$ cat src/rtl/p2c_pkg.sv
// Shared constants, types and the arctangent table of the polar to Cartesian converter.
package p2c_pkg;

  localparam int unsigned RangeW      = 16;
  localparam int unsigned IdxW        = 12;
  localparam int unsigned AngleW      = 32;
  localparam int unsigned CoordW      = 17;
  localparam int unsigned CfgDataW    = 32;
  localparam int unsigned CfgIdxW     = 2;

  localparam int unsigned CordicSteps = 30;
  localparam int unsigned FracBits    = 30;
  // Datapath width of x and y: |v| stays below 65535 * 2^30 < 2^46.
  localparam int unsigned VecW        = 48;
  // Residual angle width: a folded angle plus the first arctangent fits with margin.
  localparam int unsigned ZW          = 34;

  localparam int unsigned PipeDepth   = CordicSteps + 3;

  // Inverse CORDIC gain for thirty rotations, thirty fraction bits.
  localparam logic signed [31:0] GainInvQ30 = 32'sd652032874;
  localparam int CoordLimit = 65535;

  localparam logic [RangeW-1:0] MaxRangeReset = 16'hFFFF;

  typedef enum logic [CfgIdxW-1:0] {
    CfgStartAngle = 2'd0,
    CfgAngleStep  = 2'd1,
    CfgMaxRange   = 2'd2
  } cfg_reg_t;

  typedef struct packed {
    logic signed [VecW-1:0] x;
    logic signed [VecW-1:0] y;
    logic signed [ZW-1:0]   z;
  } cordic_vec_t;

  // Arctangent of 2^-step in binary angle units, 2^32 per turn.
  function automatic logic [AngleW-1:0] atan_turns(input int unsigned step);
    logic [AngleW-1:0] a;
    case (step)
      0:       a = 32'h20000000;
      1:       a = 32'h12E4051E;
      2:       a = 32'h09FB385B;
      3:       a = 32'h051111D4;
      4:       a = 32'h028B0D43;
      5:       a = 32'h0145D7E1;
      6:       a = 32'h00A2F61E;
      7:       a = 32'h00517C55;
      8:       a = 32'h0028BE53;
      9:       a = 32'h00145F2F;
      10:      a = 32'h000A2F98;
      11:      a = 32'h000517CC;
      12:      a = 32'h00028BE6;
      13:      a = 32'h000145F3;
      14:      a = 32'h0000A2FA;
      15:      a = 32'h0000517D;
      16:      a = 32'h000028BE;
      17:      a = 32'h0000145F;
      18:      a = 32'h00000A30;
      19:      a = 32'h00000518;
      20:      a = 32'h0000028C;
      21:      a = 32'h00000146;
      22:      a = 32'h000000A3;
      23:      a = 32'h00000051;
      24:      a = 32'h00000029;
      25:      a = 32'h00000014;
      26:      a = 32'h0000000A;
      27:      a = 32'h00000005;
      28:      a = 32'h00000003;
      29:      a = 32'h00000001;
      default: a = '0;
    endcase
    return a;
  endfunction

endpackage

$ cat src/rtl/p2c_front.sv
// Front end: beam angle, range substitution, quadrant fold and gain-scaled start vector.
module p2c_front (
  input  logic                              clk,
  input  logic                              rst_n,
  input  logic                              in_valid,
  output logic                              in_ready,
  input  logic [p2c_pkg::RangeW-1:0]        range_mm,
  input  logic                              range_valid,
  input  logic [p2c_pkg::IdxW-1:0]          sample_index,
  input  logic [p2c_pkg::AngleW-1:0]        start_angle,
  input  logic [p2c_pkg::AngleW-1:0]        angle_step,
  input  logic [p2c_pkg::RangeW-1:0]        max_range,
  output logic                              out_valid,
  input  logic                              out_ready,
  output p2c_pkg::cordic_vec_t              out_vec
);
  import p2c_pkg::*;

  logic                    a_valid_r;
  logic [RangeW-1:0]       a_range_r;
  logic [AngleW-1:0]       a_ang_r;
  logic                    a_ready;
  logic [AngleW-1:0]       ang_nxt;

  logic                    b_valid_r;
  cordic_vec_t             b_vec_r;
  logic                    b_ready;
  logic                    fold;
  logic signed [31:0]      gain;
  logic signed [RangeW:0]  range_s;
  logic signed [VecW:0]    prod;
  logic [AngleW-1:0]       ang_f;
  cordic_vec_t             b_vec_nxt;

  // The angle wraps modulo 2^32, so the sample index needs no reduction.
  assign ang_nxt  = start_angle + AngleW'(angle_step * AngleW'(sample_index));
  assign b_ready  = !b_valid_r || out_ready;
  assign a_ready  = !a_valid_r || b_ready;
  assign in_ready = a_ready;

  always_ff @(posedge clk) begin
    if (!rst_n) begin
      a_valid_r <= 1'b0;
    end else if (a_ready) begin
      a_valid_r <= in_valid;
    end
    if (a_ready && in_valid) begin
      a_range_r <= range_valid ? range_mm : max_range;
      a_ang_r   <= ang_nxt;
    end
  end

  // Angles outside the right half plane turn by half a turn; the start
  // vector is negated to compensate, folded into the sign of the gain.
  assign fold    = a_ang_r[AngleW-1] ^ a_ang_r[AngleW-2];
  assign gain    = fold ? -GainInvQ30 : GainInvQ30;
  assign range_s = $signed({1'b0, a_range_r});
  assign prod    = range_s * gain;
  assign ang_f   = a_ang_r ^ {fold, {(AngleW-1){1'b0}}};

  always_comb begin
    b_vec_nxt.x = $signed(prod[VecW-1:0]);
    b_vec_nxt.y = '0;
    b_vec_nxt.z = $signed({{(ZW-AngleW){ang_f[AngleW-1]}}, ang_f});
  end

  always_ff @(posedge clk) begin
    if (!rst_n) begin
      b_valid_r <= 1'b0;
    end else if (b_ready) begin
      b_valid_r <= a_valid_r;
    end
    if (b_ready && a_valid_r) begin
      b_vec_r <= b_vec_nxt;
    end
  end

  assign out_valid = b_valid_r;
  assign out_vec   = b_vec_r;

endmodule

$ cat config.mk
export PLATFORM = sky130hd
export DESIGN_NAME = p2c_front
export DESIGN_NICKNAME = d
export VERILOG_FILES = /design/src/rtl/p2c_pkg.sv /design/src/rtl/p2c_front.sv
export SDC_FILE = /design/constraint.sdc
export NUM_CORES = 2
export LEC_CHECK = 0
export BUFFER_PORTS_ARGS = -buffer_cell sky130_fd_sc_hd__buf_2
export CORE_AREA = 2 2 299 301
export CTS_BUF_LIST = sky130_fd_sc_hd__clkbuf_2
export DETAILED_ROUTE_END_ITERATION = 8
export DIE_AREA = 0 0 301 303
export HOLD_SLACK_MARGIN = 0.15
export SETUP_SLACK_MARGIN = 0.3
export SLEW_MARGIN = 20
export SYNTH_ARGS = -nofsm -noshare
export SYNTH_HDL_FRONTEND = slang
export SYNTH_SLANG_ARGS = --single-unit
$ cat constraint.sdc
create_clock -name clk -period 10 [get_ports clk]
set_input_delay 0 -clock clk [delete_from_list [all_inputs] [get_ports clk]]
set_output_delay 0 -clock clk [all_outputs]
set_load 0.1 [all_outputs]
==> flow_metrics.env <==
export IMPL_core_area_um2=88000
export IMPL_place_congestion=0.957
export IMPL_path_clk_slew_ns=0.21
export IMPL_antenna_left=0
export IMPL_routed_wl_um=74400
export IMPL_io_buffers=195
export IMPL_grt_max_degree=59
export IMPL_grt_pass1_wl_um=116000
export IMPL_min_delay_start="start_angle[31]"
export IMPL_synth_top_area_frac=0.435
export IMPL_cts_resized=0
export IMPL_status="finished clean"
export IMPL_htree_levels=4
export IMPL_finalSetupViolations=0
export IMPL_startpoint="a_ang_r[30]$_DFFE_PP_"
export IMPL_antenna_found_initial=7
export IMPL_synth_area_leaders="fa_1 (43%), edfxtp_1 (15%), inv_1 (9.8%)"
export IMPL_syn_area_um2=26200
export IMPL_first_iter_violations=951
export IMPL_relSlewSlack=0.279
export IMPL_rows=109
export IMPL_hold_path_depth=7
export IMPL_die_width_um=301
export IMPL_r2r_setup_slack_ns=2.09
export IMPL_final_common_cell="inv_1"
export IMPL_whs_endpoint="a_ang_r[31]$_DFFE_PP_"
export IMPL_synthArstFlopShare=0
export IMPL_ys_flop_type="edfxtp_1"
export IMPL_clk_latency_ns=1.05
export IMPL_period_minus_slack_ns=7.91
export IMPL_grt_pass1_vias=19800
export IMPL_overflow=0
export IMPL_r2r_start="a_ang_r[30]$_DFFE_PP_"
export IMPL_path_class="reg2reg"
export IMPL_cts_buffer_depth=2
export IMPL_synth_cells=2623
export IMPL_finalHoldViolCount=0
export IMPL_cts_sinks=129
export IMPL_fin_crit_sh=0.791
export IMPL_clock_fmax_ghz=0.126
export IMPL_start_util=0.297
export IMPL_dieArea_um2=91200
export IMPL_worst_slack_ns=2.09
export IMPL_ioPinCount=245
export IMPL_synth_edff_count=127
export IMPL_end_kind="flop"
export IMPL_layout_common_cells="inv_1 (681), fa_1 (568), nand2_1 (312)"
export IMPL_n_fill_cell=8998
export IMPL_synth_distinct_cells=67
export IMPL_syn_to_final_growth_pct=14.7
export IMPL_grt_use_total=0.171
export IMPL_timing_rr_end="out_vec[128]$_DFFE_PP_"
export IMPL_vias=18100
export IMPL_post_cts_buffers=0
export IMPL_path_max_fanout=20
export IMPL_final_seq_area_um2=3850
export IMPL_tns_ns=0
export IMPL_ys_seq_area_frac=0.147
export IMPL_tritoncts="built"
export IMPL_nets=3771
export IMPL_finalClockSkew_ns=0.0895
export IMPL_syn_avg_cell_area_um2=9.98
export IMPL_slew_viol_final=0
export IMPL_cp_arrival_ns=8.67
export IMPL_ys_ff_latch=129
export IMPL_place_hpwl_um=61700
export IMPL_holdBufCountCts=153
export IMPL_dieHeight_um=303
export IMPL_drv_cap=0
export IMPL_tightest_slew_ns=1.08
export IMPL_yosysTopAreaCell="fa_1"
export IMPL_dp_slack_ns=2.24
export IMPL_cts_made_buffers=17
export IMPL_ys_warn_count=0
export IMPL_crit_required_ns=10.75
export IMPL_drc_errors=0
export IMPL_via_per_inst=4.43
export IMPL_hold_path_class="in2reg"
export IMPL_reg2reg_depth=20
export IMPL_cts_root_buffer="clkbuf_2"
export IMPL_multi_input_area_um2=19300
export IMPL_drtPass1Iterations=5
export IMPL_drive_gt1_frac=0.0927
export IMPL_rsz0062_at_grt="no"
export IMPL_wl_per_cell_um=18.2
export IMPL_start_kind="flop"
[critical path, stage by stage (launching register included)]
cell	delay (ns)
edfxtp_1	0.55
xnor2_2	0.88
nand2_1	0.25
fa_1	0.76
inv_1	0.16
fa_1	0.58
fa_1	0.45
fa_1	0.49
fa_1	0.52
inv_1	0.05
fa_1	0.47
inv_1	0.04
ha_1	0.36
nand4_1	0.23
nor3_1	0.35
nand4_1	0.14
o32ai_1	0.69
o211ai_1	0.27
o21ai_0	0.21
a21oi_1	0.10
xnor2_1	0.13
[kinds of logic (layout without fill, tap and decap cells)]
group	Yosys count	in the layout	share of synthesized area
flops	129	129	0.147
mux	17	17	0.00727
simple gates	540	540	0.0948
other cells	2	63	0.000287
buf+inv	822	1065	0.125
xor+xnor	128	128	0.0428
fa+ha+maj	750	750	0.521
compound gates	235	235	0.0607
[worst max-delay path by stage]
stage	cells past startpoint	end
2_1_floorplan	22	out_vec[118]$_DFFE_PP_
3_3_place_gp	20	out_vec[118]$_DFFE_PP_
3_5_place_dp	22	out_vec[118]$_DFFE_PP_
4_1_cts	20	out_vec[128]$_DFFE_PP_
5_1_grt	22	out_vec[128]$_DFFE_PP_
6_report	20	out_vec[128]$_DFFE_PP_
[registers in the layout, summed over array words and instances (netlist names)]
signal,cells
out_valid,1
out_vec,79
a_valid_r,1
a_range_r,16
a_ang_r,32
[area by class of cell]
class / instances / share of cell area
multi-input cells: 1728 / 0.642
flip-flops and latches: 129 / 0.128
inverters: 681 / 0.0852
repair buffers: 352 / 0.0846
well taps: 1165 / 0.0486
clock inverters: 14 / 0.00759
clock buffers: 18 / 0.00300
diodes: 5 / 0.000417
[per-stage QoR]
stage                     cells  hold slack [ns]  utilization  instance area [um^2]
after floorplan            2679            0.118            -                 26400
after global placement     3902            0.221        0.320                 28100
after detailed placement   3902            0.222        0.320                 28100
after CTS                  4087            0.165        0.341                 30000
after global routing       4092            0.195        0.341                 30000
final                      4092            0.321        0.341                 30000
[per-layer routing]
metal,track usage,up-vias,part of all wire
met1,0.209,9190,0.40
met3,0.0425,99,0.063
met2,0.297,503,0.50
met4,0.0571,6,0.032
li1,-,8330,-
met5,0,-,0.00046
[Yosys cell counts (all sizes together) (12+ instances only)]
| cell | n |
|---|---|
| o21bai | 17 |
| buf | 58 |
| a21oi | 70 |
| nand3 | 16 |
| nand2b | 13 |
| nand2 | 312 |
| fa | 568 |
| ha | 181 |
| a31oi | 12 |
| xnor2 | 99 |
| xor2 | 29 |
| nor3 | 13 |
| nor2b | 16 |
| a21o | 33 |
| clkbuf | 83 |
| and2 | 89 |
| mux2 | 16 |
| o21ai | 34 |
| edfxtp | 127 |
| inv | 681 |
| nor2 | 48 |
Power is not shown: default switching activity piles up to over one toggle a cycle in this logic, so the estimate is an artifact.
