## config.mk

```make
export PLATFORM = sky130hd
export DESIGN_NAME = p2c_cordic_stage
export DESIGN_NICKNAME = d
export VERILOG_FILES = /design/src/rtl/p2c_pkg.sv /design/src/rtl/p2c_cordic_stage.sv
export SDC_FILE = /design/constraint.sdc
export NUM_CORES = 1
export LEC_CHECK = 0
export BUFFER_PORTS_ARGS = -buffer_cell sky130_fd_sc_hd__buf_4
export CELL_PAD_IN_SITES_DETAIL_PLACEMENT = 0
export CELL_PAD_IN_SITES_GLOBAL_PLACEMENT = 2
export CORE_MARGIN = 2
export CORE_UTILIZATION = 28
export CTS_BUF_LIST = sky130_fd_sc_hd__clkbuf_8 sky130_fd_sc_hd__clkbuf_16
export DETAILED_ROUTE_END_ITERATION = 7
export PLACE_DENSITY_LB_ADDON = 0.1
export SLEW_MARGIN = 20
export SYNTH_ARGS = -nofsm -noshare
export SYNTH_HDL_FRONTEND = slang
export SYNTH_SLANG_ARGS = --single-unit
```

## constraint.sdc

```tcl
create_clock -name clk -period 5.19 [get_ports clk]
set_input_delay 0 -clock clk [delete_from_list [all_inputs] [get_ports clk]]
set_output_delay 0 -clock clk [all_outputs]
set_load 0.02 [all_outputs]
```

## src/rtl/p2c_pkg.sv

```systemverilog
// Shared constants, types and the arctangent table of the polar to Cartesian converter.
package p2c_pkg;

  localparam int unsigned RangeW      = 16;
  localparam int unsigned IdxW        = 12;
  localparam int unsigned AngleW      = 32;
  localparam int unsigned CoordW      = 17;
  localparam int unsigned CfgDataW    = 32;
  localparam int unsigned CfgIdxW     = 2;

  localparam int unsigned CordicSteps = 30;
  localparam int unsigned FracBits    = 30;
  // Datapath width of x and y: |v| stays below 65535 * 2^30 < 2^46.
  localparam int unsigned VecW        = 48;
  // Residual angle width: a folded angle plus the first arctangent fits with margin.
  localparam int unsigned ZW          = 34;

  localparam int unsigned PipeDepth   = CordicSteps + 3;

  // Inverse CORDIC gain for thirty rotations, thirty fraction bits.
  localparam logic signed [31:0] GainInvQ30 = 32'sd652032874;
  localparam int CoordLimit = 65535;

  localparam logic [RangeW-1:0] MaxRangeReset = 16'hFFFF;

  typedef enum logic [CfgIdxW-1:0] {
    CfgStartAngle = 2'd0,
    CfgAngleStep  = 2'd1,
    CfgMaxRange   = 2'd2
  } cfg_reg_t;

  typedef struct packed {
    logic signed [VecW-1:0] x;
    logic signed [VecW-1:0] y;
    logic signed [ZW-1:0]   z;
  } cordic_vec_t;

  // Arctangent of 2^-step in binary angle units, 2^32 per turn.
  function automatic logic [AngleW-1:0] atan_turns(input int unsigned step);
    logic [AngleW-1:0] a;
    case (step)
      0:       a = 32'h20000000;
      1:       a = 32'h12E4051E;
      2:       a = 32'h09FB385B;
      3:       a = 32'h051111D4;
      4:       a = 32'h028B0D43;
      5:       a = 32'h0145D7E1;
      6:       a = 32'h00A2F61E;
      7:       a = 32'h00517C55;
      8:       a = 32'h0028BE53;
      9:       a = 32'h00145F2F;
      10:      a = 32'h000A2F98;
      11:      a = 32'h000517CC;
      12:      a = 32'h00028BE6;
      13:      a = 32'h000145F3;
      14:      a = 32'h0000A2FA;
      15:      a = 32'h0000517D;
      16:      a = 32'h000028BE;
      17:      a = 32'h0000145F;
      18:      a = 32'h00000A30;
      19:      a = 32'h00000518;
      20:      a = 32'h0000028C;
      21:      a = 32'h00000146;
      22:      a = 32'h000000A3;
      23:      a = 32'h00000051;
      24:      a = 32'h00000029;
      25:      a = 32'h00000014;
      26:      a = 32'h0000000A;
      27:      a = 32'h00000005;
      28:      a = 32'h00000003;
      29:      a = 32'h00000001;
      default: a = '0;
    endcase
    return a;
  endfunction

endpackage

```

## src/rtl/p2c_cordic_stage.sv

```systemverilog
// One registered CORDIC rotation step with a fixed shift and arctangent.
module p2c_cordic_stage #(
  parameter int unsigned Step = 0
) (
  input  logic                 clk,
  input  logic                 rst_n,
  input  logic                 in_valid,
  output logic                 in_ready,
  input  p2c_pkg::cordic_vec_t in_vec,
  output logic                 out_valid,
  input  logic                 out_ready,
  output p2c_pkg::cordic_vec_t out_vec
);
  import p2c_pkg::*;

  localparam logic [AngleW-1:0] Atan = atan_turns(Step);

  logic                   valid_r;
  cordic_vec_t            vec_r;
  cordic_vec_t            vec_nxt;
  logic signed [VecW-1:0] dx;
  logic signed [VecW-1:0] dy;
  logic signed [ZW-1:0]   da;

  assign dx = in_vec.y >>> Step;
  assign dy = in_vec.x >>> Step;
  assign da = $signed({{(ZW-AngleW){1'b0}}, Atan});

  always_comb begin
    if (!in_vec.z[ZW-1]) begin
      vec_nxt.x = in_vec.x - dx;
      vec_nxt.y = in_vec.y + dy;
      vec_nxt.z = in_vec.z - da;
    end else begin
      vec_nxt.x = in_vec.x + dx;
      vec_nxt.y = in_vec.y - dy;
      vec_nxt.z = in_vec.z + da;
    end
  end

  assign in_ready = !valid_r || out_ready;

  always_ff @(posedge clk) begin
    if (!rst_n) begin
      valid_r <= 1'b0;
    end else if (in_ready) begin
      valid_r <= in_valid;
    end
    if (in_ready && in_valid) begin
      vec_r <= vec_nxt;
    end
  end

  assign out_valid = valid_r;
  assign out_vec   = vec_r;

endmodule

```

==> results.toml, run 1 <==
[cts]
clk_path_buf_depth = 2
insertion_delay_ns = 0.49
cts_resized = 0
cts-root-buf = "clkbuf_16"
tritoncts = "yes"
htree_levels = 4
post_cts_buffers = 0
numCtsBuffers = 17
clock_sinks = 130
cts.reportedPaths.clkPinSlew_ns = 0.06

[sta]
slew_viol_final = 0
slew_headroom_pct = 32.78
worst_pin_slew_ns = 1.002
rsz0062_at_grt = "false"
setup_viol = 0
max_freq_mhz = 252.1
finalHoldViolCount = 0
finClkSkew_ns = 0.01109
tns_ns = 0
min_period_ns = 3.967
fin_crit_sh_pct = 76.44

[logic_synthesis]
synthXorXnorAreaFrac_pct = 6.353
synth_seq_cells = 130
synth_fp_nets = 1822
syn_area_mm2 = 0.01296
synth_compound_area_share_pct = 26.99
yosys-top-cells-area = "edfxtp_1, ha_1, a21oi_1"
synth_cell_types = 84
yosysSeqAreaShare_pct = 30.05
synthAdderAreaFrac_pct = 14.52
synth_simple_gate_area_share_pct = 13.93
synth_enable_flop_cells = 129
synth_most_common_cell = "a21oi_1"
synthFlopType = "edfxtp_1"
yosysTopAreaCell = "edfxtp_1"
synth_commonest_cells = "a21oi_1, inv_1, ha_1"
yosysWarnings = 0
netlist_instances = 1540
async_flop_share_pct = 0
syn_avg_cell_area_um2 = 8.415
synth_top_area_share_pct = 29.89
synth_top_family_by_area = "compound AO/OA/AOI/OAI gates"
synth_mux_area_share_pct = 1.477

[grt]
antenna_found_initial = 0
grt_pass1_vias = 12670
grt_pass1_wl_mm = 80.87
track_usage_pct = 22.73
grt_overflow = 0
grt_max_degree = 82

[floorplan]
start_util_pct = 28.43
rows = 78
die_x_um = 219.1
ios = 266
core_area_mm2 = 0.04558
fp.dieH_um = 219.1
fp.dieArea_mm2 = 0.04802

[layout]
nNetsFinal = 2085
syn_to_final_growth_pct = 27.93
final_area_mm2 = 0.01658
diodes = 0
utilization_pct = 36.38
final_cells = 2416
drive_above_1_share_pct = 18.23

[pwr]
p_int_mw = 2.955
swShare_pct = 36.09
netSwitchingPower_mw = 1.669
worst_ir_drop_vdd_v = 0.0002606
p_clk_share_pct = 32.6
combinationalPowerShare_pct = 37.5
p_leak_nw = 7.092
p_seq_share_pct = 29.9
power.density_mw_per_mm2 = 278.9
power_mw = 4.625

[status]
status = "completed"

[critical_path]
path_class = "input port to flip-flop"
crit_fanout = 3
cp-end-kind = "flip-flop"
cp.arrival_ns = 4.19
worstPathRequired_ns = 5.41
startpoint_type = "input port"
rr_worst_depth = 3

[place]
gp_congestion = 0.8799
dp_hpwl_mm = 43.91
io_buffers = 265
placed_area_mm2 = 0.01548
placed_cells = 2345

[min_path]
worstHoldPathCells = 4
hold_class = "input port to flip-flop"

[routing]
vias_per_cell = 5.296
first_pass_iters = 6
ant_nets = 0
vias = 12800
wl_mm = 54.81
drt-wirelength-per-cell_um = 22.69
drc = 0
drtIter0Drc = 918

[flow_run]
maxCapViolCount = 0
[final timing paths]
kind	slack (ns)	to	startpoint
max	1.22	out_vec[126]	in_vec[82]
min	0.07	out_vec[35]	in_vec[83]
max reg2reg	3.19	out_vec[23]	out_valid
min reg2reg	0.96	out_vec[86]	out_valid
[cell type report]
type / instances / area, um2
clock inverters: 13 / 254.0
repair buffers: 311 / 2432
fillers: 4765 / 29000
flip-flops and latches: 130 / 3894
multi-input cells: 1187 / 8208
clock buffers: 19 / 452.9
inverters: 156 / 586.8
well taps: 600 / 750.7
[cells by family after synthesis]
kind of cell,count (synthesis)
DFF,130
AOI/OAI and AO/OA,555
buffers and inverters,223
muxes,19
xor gates and xnor gates,94
and+or+nand+nor,371
adders and majority gates,148
[critical path, stage by stage]
cell           delay [ns]
dlygate4sd3_1        0.55
buf_4                0.12
inv_1                0.04
ha_1                 0.19
fa_1                 0.39
nor2b_1              0.13
o21ai_0              0.11
a211oi_1             0.49
o2111ai_1            0.29
a21oi_1              0.36
o211ai_1             0.26
a211oi_1             0.63
o21ai_0              0.26
a32oi_1              0.26
xor2_1               0.10
[what timing repair did]
item,in CTS,in global routing
hold buffers,39,0
setup endpoints to repair,0,0
hold endpoints to repair,38,0
[per-layer routing]
layer	share of wire [%]	vias up	wire length, um	GRT usage, %
li1	-	6099	-	-
met1	48	6228	26060	31.72
met2	45	401	24670	35.40
met3	5.1	68	2785	3.867
met4	2.4	0	1298	7.635
met5	0	-	0	0
[layout by cell type, fill, tap and decap left out, types with 30 or more instances in the layout]
cell | netlist | final
buf_4 | 1 | 272
a21oi_1 | 203 | 203
inv_1 | 152 | 152
ha_1 | 144 | 144
edfxtp_1 | 129 | 129
o21ai_0 | 117 | 117
nor2_1 | 106 | 106
nand2_1 | 94 | 94
xnor2_1 | 82 | 82
o21bai_1 | 46 | 46
dlygate4sd3_1 | 0 | 39
a21o_1 | 35 | 35
nor3_1 | 30 | 30
[metrics by stage]
| stage | setup slack (ns) | hold slack [ns] |
|---|---|---|
| after global routing | 1.060 | 0.09467 |
| final | 1.223 | 0.06694 |
| after global placement | 1.262 | 0.1780 |
| after detailed placement | 1.303 | 0.1796 |
| after CTS | 1.322 | 0.02798 |
| after floorplan | 1.070 | 0.09887 |
[flip-flops by register name, indices dropped and copies added (netlist names)]
register and cells:
out_vec 129, out_valid 1
[power groups by stage]
stage / logic [mW] / clock network (mW) / registers, mW
finish: 1.73 / 1.51 / 1.38
CTS: 1.73 / 1.54 / 1.38
global route: 1.88 / 1.58 / 1.39
detailed placement: 1.70 / 0 / 1.40
floorplan: 0.864 / 0 / 1.56
global placement: 1.71 / 0 / 1.40
(Power assumes the default switching activity.)
==> run 2, diff against run 1 <==
Settings changed: ABC_AREA set to 1.
Clock period 5.19 ns to 3.5 ns, I/O delays scaled along.
==> results.toml, run 2 <==
[critical_path]
startpoint_type = "input port"
path_cells = "dlygate4sd3_1, buf_4, ha_1, fa_1, inv_1, nand2_1, nand3_1, nand2_1, nand2_1, nand2_1, nand2_1, nand2_1, nand2_1, nand2_1, nand3_1, nand2_1"
path_class = "input port to flip-flop"
cp.arrival_ns = 3.43
crit_fanout = 5
critPathMaxStageDelay_ns = 0.57
cp-end-kind = "flip-flop"
slowest_stage = "fa_1"
cp_common_cell = "nand2_1"
worstPathRequired_ns = 3.73

[logic_synthesis]
yosysSeqAreaShare_pct = 23.17
synth_commonest_cells = "nand2_1, inv_1, nand3_1"
synth_most_common_cell = "nand2_1"
synth_seq_cells = 130
yosysTopAreaCell = "edfxtp_1"
synth_fp_nets = 3099
netlist_instances = 2817
yosys-top-cells-area = "edfxtp_1, nand2_1, inv_1"
synth_top_area_share_pct = 23.05
synth_cell_types = 42
synthFlopType = "edfxtp_1"
synth_enable_flop_cells = 129
syn_avg_cell_area_um2 = 5.966
async_flop_share_pct = 0
syn_area_mm2 = 0.01681
yosysWarnings = 0

[routing]
vias_per_cell = 4.789
drt-wirelength-per-cell_um = 21.71
vias = 18590
wl_mm = 84.27
drc = 0
first_pass_iters = 5
drtIter0Drc = 1258
ant_nets = 0

[layout]
final_cells = 3882
syn_to_final_growth_pct = 21.77
fill_cells = 6695
nNetsFinal = 3376
drive_above_1_share_pct = 13.16
final_cell_mix = "nand2_1, inv_1, buf_4"
layout_commonest_cell = "nand2_1"
largest_reg_flops = 129

[pwr]
power.density_mw_per_mm2 = 344.7
worst_ir_drop_vdd_v = 0.0003970
p_leak_nw = 11.13

[cts]
insertion_delay_ns = 0.48
cts.reportedPaths.clkPinSlew_ns = 0.07
htree_levels = 4
post_cts_buffers = 0
clk_path_buf_depth = 2
clock_sinks = 130
cts-root-buf = "clkbuf_16"
numCtsBuffers = 17
tritoncts = "yes"

[grt]
grt_pass1_vias = 18440
track_usage_pct = 26.87
grt_pass1_wl_mm = 121.2
grt_overflow = 0
antenna_found_initial = 0
grt_max_degree = 130

[sta]
min_period_ns = 3.203
max_freq_mhz = 312.2
finalHoldViolCount = 0
slew_headroom_pct = 44.35
slew_viol_final = 0
finClkSkew_ns = 0.01222
rsz0062_at_grt = "false"
worst_pin_slew_ns = 0.8260
tns_ns = 0
setup_viol = 0
fin_crit_sh_pct = 91.51

[place]
io_buffers = 265
placed_cells = 3812
gp_congestion = 0.9199
dp_hpwl_mm = 72.45

[floorplan]
fp.dieH_um = 249
fp.dieArea_mm2 = 0.06200
rows = 89
start_util_pct = 28.42
ios = 266
die_x_um = 249
core_area_mm2 = 0.05913

[min_path]
hold_class = "input port to flip-flop"

[status]
status = "completed"

[flow_run]
maxCapViolCount = 0
-- run 2: cell types whose count changed after synthesis, sizes merged, moves of 27 or more --
cell    before   now
xnor2       82     1
nor2       106   278
nand2       94  1040
buf         24    51
a21oi      205   130
clkbuf      43    13
o21ai      120    88
nand3       25   245
a21o        35     3
inv        153   550
-- run 2: critical path: cells and delay by family --
| kind | cells | cell delay (ns) |
|---|---|---|
| AND/OR/NAND/NOR | 11 | 1.50 |
| adder cells (fa/ha/maj) | 2 | 0.86 |
| buffers and inverters | 3 | 1.05 |
-- run 2: path summary, 6_finish.rpt --
path               from          end  slack [ns]  cells past startpoint
max          in_vec[82]  out_vec[66]        0.30                     16
min          in_vec[31]  out_vec[31]        0.04                      3
max reg2reg   out_valid  out_vec[50]        1.90                      2
min reg2reg   out_valid  out_vec[10]        1.02                      2
-- run 2: layer usage --
layer  GRT usage (%)  wire (um)
met1           35.51      38630
met2           45.33      39410
met3           3.333       3677
met4           8.745       2548
met5               0          0
-- run 2: cells by family after synthesis --
kind of cell	synth area share [%]
AO/OA/AOI/OAI	8.665
XOR/XNOR	1.720
adder cells (fa/ha/maj)	11.20
buffers and inverters	14.84
flip-flops	23.17
AND/OR/NAND/NOR	40.41
-- run 2: report_power, final --
part / leakage (nW) / switching, mW / internal [mW]
logic: 9.59 / 2.19 / 0.972
registers: 1.26 / 0.0656 / 1.93
clock network: 0.281 / 0.945 / 0.952
-- run 2: timing repair --
item / in CTS / in global routing
hold endpoints to repair: 35 / 0
gates resized for setup: 0 / 0
hold buffers: 36 / 0
-- run 2: metrics by stage --
step | total power [mW] | instance area (um2) | worst slack, ns | utilization, % | hold slack (ns)
floorplan | 3.853 | 16820 | 0.5046 | - | 0.09887
global placement | 5.146 | 19520 | 0.3573 | 33.01 | 0.1784
detailed placement | 5.143 | 19520 | 0.3978 | 33.01 | 0.1797
CTS | 7.121 | 20460 | 0.3770 | 34.61 | 0.01212
global route | 7.472 | 20460 | 0.1769 | 34.61 | 0.05259
finish | 7.056 | 20470 | 0.2972 | 34.61 | 0.04094
-- run 2: cell type report --
cell class,count,area [um2],share of cell area [%]
inverter,551,2069,10.11
sequential,130,3894,19.02
antenna,2,5.005,0.02445
clock inverter,15,156.4,0.7642
clock buffer,17,425.4,2.078
tap,773,967.2,4.726
timing repair buffer,322,2520,12.31
multi-input combinational,2072,10430,50.96
