==> src/rtl/p2c_pkg.sv <==
// Shared constants, types and the arctangent table of the polar to Cartesian converter.
package p2c_pkg;

  localparam int unsigned RangeW      = 16;
  localparam int unsigned IdxW        = 12;
  localparam int unsigned AngleW      = 32;
  localparam int unsigned CoordW      = 17;
  localparam int unsigned CfgDataW    = 32;
  localparam int unsigned CfgIdxW     = 2;

  localparam int unsigned CordicSteps = 30;
  localparam int unsigned FracBits    = 30;
  // Datapath width of x and y: |v| stays below 65535 * 2^30 < 2^46.
  localparam int unsigned VecW        = 48;
  // Residual angle width: a folded angle plus the first arctangent fits with margin.
  localparam int unsigned ZW          = 34;

  localparam int unsigned PipeDepth   = CordicSteps + 3;

  // Inverse CORDIC gain for thirty rotations, thirty fraction bits.
  localparam logic signed [31:0] GainInvQ30 = 32'sd652032874;
  localparam int CoordLimit = 65535;

  localparam logic [RangeW-1:0] MaxRangeReset = 16'hFFFF;

  typedef enum logic [CfgIdxW-1:0] {
    CfgStartAngle = 2'd0,
    CfgAngleStep  = 2'd1,
    CfgMaxRange   = 2'd2
  } cfg_reg_t;

  typedef struct packed {
    logic signed [VecW-1:0] x;
    logic signed [VecW-1:0] y;
    logic signed [ZW-1:0]   z;
  } cordic_vec_t;

  // Arctangent of 2^-step in binary angle units, 2^32 per turn.
  function automatic logic [AngleW-1:0] atan_turns(input int unsigned step);
    logic [AngleW-1:0] a;
    case (step)
      0:       a = 32'h20000000;
      1:       a = 32'h12E4051E;
      2:       a = 32'h09FB385B;
      3:       a = 32'h051111D4;
      4:       a = 32'h028B0D43;
      5:       a = 32'h0145D7E1;
      6:       a = 32'h00A2F61E;
      7:       a = 32'h00517C55;
      8:       a = 32'h0028BE53;
      9:       a = 32'h00145F2F;
      10:      a = 32'h000A2F98;
      11:      a = 32'h000517CC;
      12:      a = 32'h00028BE6;
      13:      a = 32'h000145F3;
      14:      a = 32'h0000A2FA;
      15:      a = 32'h0000517D;
      16:      a = 32'h000028BE;
      17:      a = 32'h0000145F;
      18:      a = 32'h00000A30;
      19:      a = 32'h00000518;
      20:      a = 32'h0000028C;
      21:      a = 32'h00000146;
      22:      a = 32'h000000A3;
      23:      a = 32'h00000051;
      24:      a = 32'h00000029;
      25:      a = 32'h00000014;
      26:      a = 32'h0000000A;
      27:      a = 32'h00000005;
      28:      a = 32'h00000003;
      29:      a = 32'h00000001;
      default: a = '0;
    endcase
    return a;
  endfunction

endpackage

==> src/rtl/p2c_round.sv <==
// Output stage: round to the nearest millimetre, clamp and hold the point.
module p2c_round (
  input  logic                              clk,
  input  logic                              rst_n,
  input  logic                              in_valid,
  output logic                              in_ready,
  input  p2c_pkg::cordic_vec_t              in_vec,
  output logic                              out_valid,
  input  logic                              out_ready,
  output logic signed [p2c_pkg::CoordW-1:0] point_x,
  output logic signed [p2c_pkg::CoordW-1:0] point_y
);
  import p2c_pkg::*;

  localparam logic signed [VecW-1:0] Half   = VecW'(64'sd1 <<< (FracBits - 1));
  localparam logic signed [VecW-1:0] LimPos = VecW'(CoordLimit);
  localparam logic signed [VecW-1:0] LimNeg = -VecW'(CoordLimit);

  logic                     valid_r;
  logic signed [CoordW-1:0] x_r;
  logic signed [CoordW-1:0] y_r;

  // Ties round toward plus infinity.
  function automatic logic signed [CoordW-1:0] finish(input logic signed [VecW-1:0] v);
    logic signed [VecW-1:0] r;
    logic signed [CoordW-1:0] c;
    r = (v + Half) >>> FracBits;
    if (r > LimPos) begin
      c = CoordW'(CoordLimit);
    end else if (r < LimNeg) begin
      c = -CoordW'(CoordLimit);
    end else begin
      c = r[CoordW-1:0];
    end
    return c;
  endfunction

  assign in_ready = !valid_r || out_ready;

  always_ff @(posedge clk) begin
    if (!rst_n) begin
      valid_r <= 1'b0;
    end else if (in_ready) begin
      valid_r <= in_valid;
    end
    if (in_ready && in_valid) begin
      x_r <= finish(in_vec.x);
      y_r <= finish(in_vec.y);
    end
  end

  assign out_valid = valid_r;
  assign point_x   = x_r;
  assign point_y   = y_r;

endmodule

==> config.mk <==
export PLATFORM = sky130hd
export DESIGN_NAME = p2c_round
export DESIGN_NICKNAME = d
export VERILOG_FILES = /design/src/rtl/p2c_pkg.sv /design/src/rtl/p2c_round.sv
export SDC_FILE = /design/constraint.sdc
export NUM_CORES = 1
export LEC_CHECK = 0
export ABC_AREA = 1
export BUFFER_PORTS_ARGS = -buffer_cell sky130_fd_sc_hd__buf_2
export CORE_AREA = 4 4 83 85
export CTS_BUF_LIST = sky130_fd_sc_hd__clkbuf_2
export DETAILED_ROUTE_END_ITERATION = 16
export DIE_AREA = 0 0 87 89
export PLACE_DENSITY = 0.81
export SLEW_MARGIN = 20
export SYNTH_ARGS = -nofsm -noshare
export SYNTH_HDL_FRONTEND = slang
export SYNTH_SLANG_ARGS = --single-unit
==> constraint.sdc <==
create_clock -name clk -period 3.5 [get_ports clk]
set_clock_uncertainty 0.1 [all_clocks]
set_input_delay 0.35 -clock clk [delete_from_list [all_inputs] [get_ports clk]]
set_output_delay 0.35 -clock clk [all_outputs]
set_load 0.05 [all_outputs]
==> results of run 1 <==
final cells by class:
cell class	count	share of cell area [%]
Clock inverter	3	1.40
Inverter	55	6.59
Multi-Input combinational cell	277	42.6
Tap cell	77	3.08
Sequential cell	35	33.3
Timing Repair Buffer	77	12.3
Clock buffer	5	0.799
worst max-delay path, stage by stage:
cell	delay [ns]
buf_2	0.11
ha_1	0.18
nand2_1	0.11
nor2_4	0.17
nand2_4	0.09
nor2_4	0.10
nand2_2	0.08
nor2_4	0.10
xor2_2	0.18
nand2b_1	0.45
nand3b_1	0.13
routing by layer:
| layer | vias to the layer above | track usage [%] | share of wire [%] |
|---|---|---|---|
| met1 | 1009 | 20.1 | 49 |
| li1 | 1320 | - | - |
| met3 | 5 | 3.13 | 8.5 |
| met5 | - | 0 | 0 |
| met2 | 66 | 22.8 | 41 |
| met4 | 0 | 5.52 | 1.5 |
cells in the final DEF, fill, tap and decap left out:
cell type  instances
clkinv_2           1
nor2_2             4
nor3_1             1
nand3b_1           3
clkinv_4           1
nand2b_1           2
a21boi_0           1
bufinv_16          1
ha_1               2
nand3_2            1
o21ai_0            2
inv_1             54
nand4_2            1
dfxtp_1            1
xor2_2             1
nand2_2            7
inv_2              1
nand4_1           11
nand2_4            1
edfxtp_1          34
nand2_1          161
a21oi_4            1
o21bai_1           7
xnor2_1            2
buf_2             77
xnor2_2            1
nor2_1            33
clkbuf_2           5
nor2_4             9
nand3_1           26
cells in the mapped netlist:
cell type,instances
a21boi_0,1
xor2_2,1
nand3b_1,3
buf_8,1
edfxtp_1,34
inv_2,1
nand4_2,1
nand3_1,26
inv_1,54
xnor2_2,1
ha_1,2
nor2_1,33
nand2_1,161
nand4_1,11
nand2_4,1
o21ai_0,2
nand2_2,7
buf_4,1
nand2b_1,2
nand3_2,1
a21oi_1,1
buf_6,4
nor2_2,4
nor3_1,1
dfxtp_1,1
o21bai_1,7
xnor2_1,2
nor2_4,9
worst paths after layout:
| kind | startpoint | endpoint | slack, ns |
|---|---|---|---|
| worst max-delay path | in_vec[63] | point_y[0]$_SDFFCE_PP1P_ | 1.45 |
| worst max register to register | out_valid$_SDFFE_PN0N_ | point_y[1]$_SDFFCE_PN1P_ | 1.85 |
| worst min register to register | out_valid$_SDFFE_PN0N_ | out_valid$_SDFFE_PN0N_ | 0.49 |
| worst min-delay path | rst_n | out_valid$_SDFFE_PN0N_ | 0.12 |
power by group through the flow:
stage	Combinational, mW	Clock, mW	Sequential (mW)
after detailed placement	0.304	0	0.515
after global routing	0.333	0.279	0.508
final	0.303	0.257	0.504
after CTS	0.305	0.263	0.505
after global placement	0.299	0	0.514
after floorplan	0.119	0	0.618
flip-flops by register name, indices dropped and copies added (netlist names):
register   flops
point_x       17
point_y       17
out_valid      1
cells by family after synthesis:
group | Yosys count | share of synthesized area, %
and+or+nand+nor | 260 | 44.4
buffers and inverters | 61 | 10.4
DFF | 35 | 39.5
AOI/OAI and AO/OA | 11 | 2.85
xor gates and xnor gates | 4 | 1.90
adders and majority gates | 2 | 0.949
==> results.md, run 1 <==
- Fin cells: 529
- Final instance area: ~3100 µm²
- Ranking of synthesized cells by area: edfxtp_1, nand2_1, inv_1, nand3_1, nor2_1
- Die height: 89 µm
- DR vias: 2400
- Final setup vio count: 0
- Yosys reg bits: 35
- Pre-CTS setup slack: 1.03 ns
- CP Class: in2reg
- All-Layer GR Usage: 14.7%
- Ratio of cells with drive above 1 in the final layout: 24.8%
- Area of the core: about 6200 µm²
- R2R cell count: 1
- Synth unique cells: 28
- Largest net degree at the start of global routing: 35
- Max-cap violations: 0
- Root Buffer: clkbuf_2
- Switch Pwr: 0.369 mW
- Die span in x: 87 µm
- ANT nets after route: 0
- Finished Core Util: roughly 50%
- Grt total ovfl: 0
- Worst Hold Path Cells: 2
- Final hold slack: 0.117 ns
- Yosys warns: 0
- # DRC: 0
- Worst rel slew slack: 34.2%
- H-Tree Depth: 2
- Fmax: 489 MHz
- Worst-Margin Slew: 0.984 ns
- Fin nets: 587
- Run status: completed
- Placed Cells: 521
- Crit. End Element: register
- WP data required: 3.51 ns
- Initial Utilization: 42.5%
- Net Sw Frac: about a third
- Clock power frac: 24.2%
- Setup ws final: 1.45 ns
- Tmin final: 2.05 ns
- Seq pwr share: 47.4%
- CTS max path bufs: 2
- Drt via density: 4.54
- Gpl congestion: 0.851
- Final hold violation count: 0
- IO Pins: 170
- Synthesized area per cell: 7.07 µm²
- Arrival time worst endpoint: 2.06 ns
- Port Buffers: 77
- Buffer count from post-CTS setup fixing: 0
- Synth-to-Final Area Change: 18.7%
- Hold_buf cts: 0
- # diodes: 0
- Power, Total: 1.06 mW
- Filler cells: 642
- Peak supply drop: 0.306 mV
- Startpoint type of the worst setup path: primary input
- Slew Limit Fails: 0
- Cts bufs inserted: 5
- Drt initial violations: 76
- Lkg Pwr: between 1.5 and 2 nW
- Reg clk slew, reported paths: 0.18 ns
- Initial antenna violation count: 0
- Internal Pwr Total: between 0.6 and 0.7 mW
- Multi-input logic area: 1330 µm²
- Die area: 7740 µm²
- RSZ-0062 raised after global routing: no
- Placed cell areas: 3060 µm²
- Register area: 1040 µm²
- Setup TNS: 0 ns
- Clock sink count: 35
- Vias in the first global route: 2130
- Logic pwr share: about 28%
- DP HPWL: 4870 µm
- First-pass GRT wire length: 9060 µm
- Syn Std Cell Area: roughly 2600 µm²
- Period utilisation layout: about three fifths
- CTS resizes: 0
- Routed WL: 5680 µm
- TritonCTS clock tree: done
- Clk Latency, worst-skew pair: 0.37 ns
- Row count: 29
- Seq/Total Area, Yosys: 39.5%
- WL per Instance: 10.7 µm
- Hold Crit Class: in2reg
- Area leader, netlist: edfxtp_1
- Pre-antenna DRT Iters: 4
- Cells after Synth: 373
- Power Dens Cells: 340 nW/µm²
- Mapped Nets: 509
- Crit Path Max Fanout: 16
- Yosys top cell area share: 38.7%
No activity file was read; power rests on OpenSTA's default activity.
==> inputs of run 2 (changes only) <==
- clock period: 3.5 -> 2.1 ns (I/O delays scaled with it)
==> results.md, run 2 (synthesized netlist as in run 1, its figures left out) <==
- Synth-to-Final Area Change: 21.0%
- Hold Crit Class: in2reg
- Clock sink count: 35
- Pre-CTS setup slack: -0.0247 ns
- Die span in x: 87 µm
- Hold EP: point_x[16]$_SDFFCE_PN0P_
- WP data required: about 2.1 ns
- Arrival time worst endpoint: 1.76 ns
- # diodes: 0
- Crit. End Element: register
- Gpl congestion: 0.853
- Slew Limit Fails: 0
- Worst path slowest cell: ha_1
- Cts bufs inserted: 5
- Reg clk slew, reported paths: 0.15 ns
- Most used cell, CP: nand2_1
- All-Layer GR Usage: 14.6%
- Setup ws final: 0.358 ns
- Filler cells: ~620
- First-pass GRT wire length: 8970 µm
- CP Class: in2reg
- RSZ-0062 raised after global routing: no
- Net Sw Frac: 35.5%
- Seq pwr share: 50.6%
- Clock power frac: between 10% and 20%
- Reg2reg setup slack: roughly 0.79 ns
- Initial Utilization: 42.5%
- Root Buffer: clkbuf_2
- Most frequent cells in the layout: nand2_1, buf_2, inv_1, edfxtp_1, nor2_1
- Row count: 29
- Run status: completed
- Reg2reg start: out_valid$_SDFFE_PN0N_
- Tmin final: 1.74 ns
- # DRC: 0
- Placed cell areas: roughly 3100 µm²
- Worst-Margin Slew: 0.396 ns
- Multi-input logic area: 1330 µm²
- Hold Startpoint: in_vec[129]
- Ratio of cells with drive above 1 in the final layout: 25.9%
- DP HPWL: 4810 µm
- Clk Latency, worst-skew pair: 0.35 ns
- Startpoint type of the worst setup path: primary input
- ANT nets after route: 0
- TritonCTS clock tree: done
- IO Pins: 170
- Lkg Pwr: 1.68 nW
- Fin nets: 595
- Slowest cell delay on critical path: 0.18 ns
- DR vias: between 2000 and 2500
- R2R cell count: 2
- Period utilisation layout: between 80% and 90%
- WL per Instance: roughly 11 µm
- Reg-to-reg endpoint: point_x[8]$_SDFFCE_PN1P_
- Final instance area: 3190 µm²
- Drt via density: about 4.5
- Crit Path Max Fanout: 16
- Internal Pwr Total: between 1 and 1.5 mW
- Worst rel slew slack: 73.6%
- CP Cell Sequence: buf_2 -> ha_1 -> nand2_1 -> nor2_4 -> nand2_1 -> nand2_1 -> nand3_1 -> nor2_1 -> nand2_1 -> nor2_1 -> nand2_1 -> nand2_1 -> nand2_2 -> nand2_1 -> nand2_1
- Initial antenna violation count: 0
- Area of the core: 6200 µm²
- Worst Hold Path Cells: 2
- Max-cap violations: 0
- Switch Pwr: 0.589 mW
- H-Tree Depth: 2
- Final setup vio count: 0
- Die height: 89 µm
- Vias in the first global route: approximately 2100
- Register area: 1040 µm²
- Buffer count from post-CTS setup fixing: 0
- Pre-antenna DRT Iters: 4
- Die area: a little under 8000 µm²
- Routed WL: around 5700 µm
- Grt total ovfl: 0
- Logic pwr share: 31.5%
- Port Buffers: 77
- Final hold violation count: 0
- Peak supply drop: 0.327 mV
- CTS max path bufs: 2
- Largest net degree at the start of global routing: 35
- Fmax: 574 MHz
- Power, Total: roughly 1.7 mW
- Commonest non-fill, non-tap cell in the layout: nand2_1
- Power Dens Cells: around 520 nW/µm²
- Drt initial violations: around 130
run 2: changes by cell type in the layout (fill, tap and decap cells not counted):
cell and change:
bufinv_16 -1, clkinv_2 -1, buf_4 +5, dlygate4sd3_1 +1
buf_12 +2, clkinv_4 -1, clkbuf_2 +3
run 2: worst max path at each step:
| stage | startpoint | end | slack [ns] | depth (start not counted) |
|---|---|---|---|---|
| CTS | in_vec[111] | point_x[8]$_SDFFCE_PN1P_ | 0.40 | 15 |
| detailed placement | in_vec[111] | point_x[8]$_SDFFCE_PN1P_ | -0.02 | 15 |
| finish | in_vec[111] | point_x[8]$_SDFFCE_PN1P_ | 0.36 | 15 |
| floorplan | out_valid$_SDFFE_PN0N_ | point_x[0]$_SDFFCE_PP1P_ | 0.06 | 1 |
| global route | in_vec[63] | point_y[7]$_SDFFCE_PN1P_ | 0.15 | 13 |
| global placement | in_vec[63] | point_y[1]$_SDFFCE_PN1P_ | 0.02 | 13 |
run 2: worst max-delay path, delay by kind of cell:
family,cells,cell delay (ns)
fa+ha+maj,1,0.18
buf+inv,1,0.10
simple gates,13,1.27
run 2: stage by stage:
step	hold WS, ns	cells	utilization (%)	setup TNS, ns
3_3_place_gp	0.374	528	50.6	0
2_1_floorplan	0.264	373	-	0
5_1_grt	0.0348	537	51.4	0
3_5_place_dp	0.389	528	50.6	-0.0647
4_1_cts	0.0418	537	51.4	0
6_report	0.0734	537	51.4	0
run 2: power by group through the flow:
stage | sequential [mW] | clock, mW | combinational (mW)
after floorplan | 1.03 | 0 | 0.199
final | 0.840 | 0.297 | 0.521
after detailed placement | 0.857 | 0 | 0.521
after CTS | 0.841 | 0.315 | 0.524
after global placement | 0.856 | 0 | 0.513
after global routing | 0.844 | 0.345 | 0.571
run 2: per-layer routing:
| metal | global-route usage (%) | up-vias | routed length (µm) |
|---|---|---|---|
| li1 | - | 1338 | - |
| met1 | 21.2 | 1000 | 2870 |
| met2 | 20.8 | 72 | 2200 |
| met3 | 3.32 | 7 | 511 |
| met4 | 5.67 | 0 | 83 |
| met5 | 0 | - | 0 |
run 2: repair_timing:
| item | in CTS | in global routing |
|---|---|---|
| gates resized for setup | 0 | 0 |
| hold buffers | 1 | 0 |
| hold endpoints to repair | 1 | 0 |
run 2: layout make-up:
class / instances / share of cell area [%]
clock buffer: 8 / 1.26
multi-input combinational: 277 / 41.8
tap: 77 / 3.02
inverter: 55 / 6.47
sequential: 35 / 32.6
timing repair buffer: 85 / 14.8
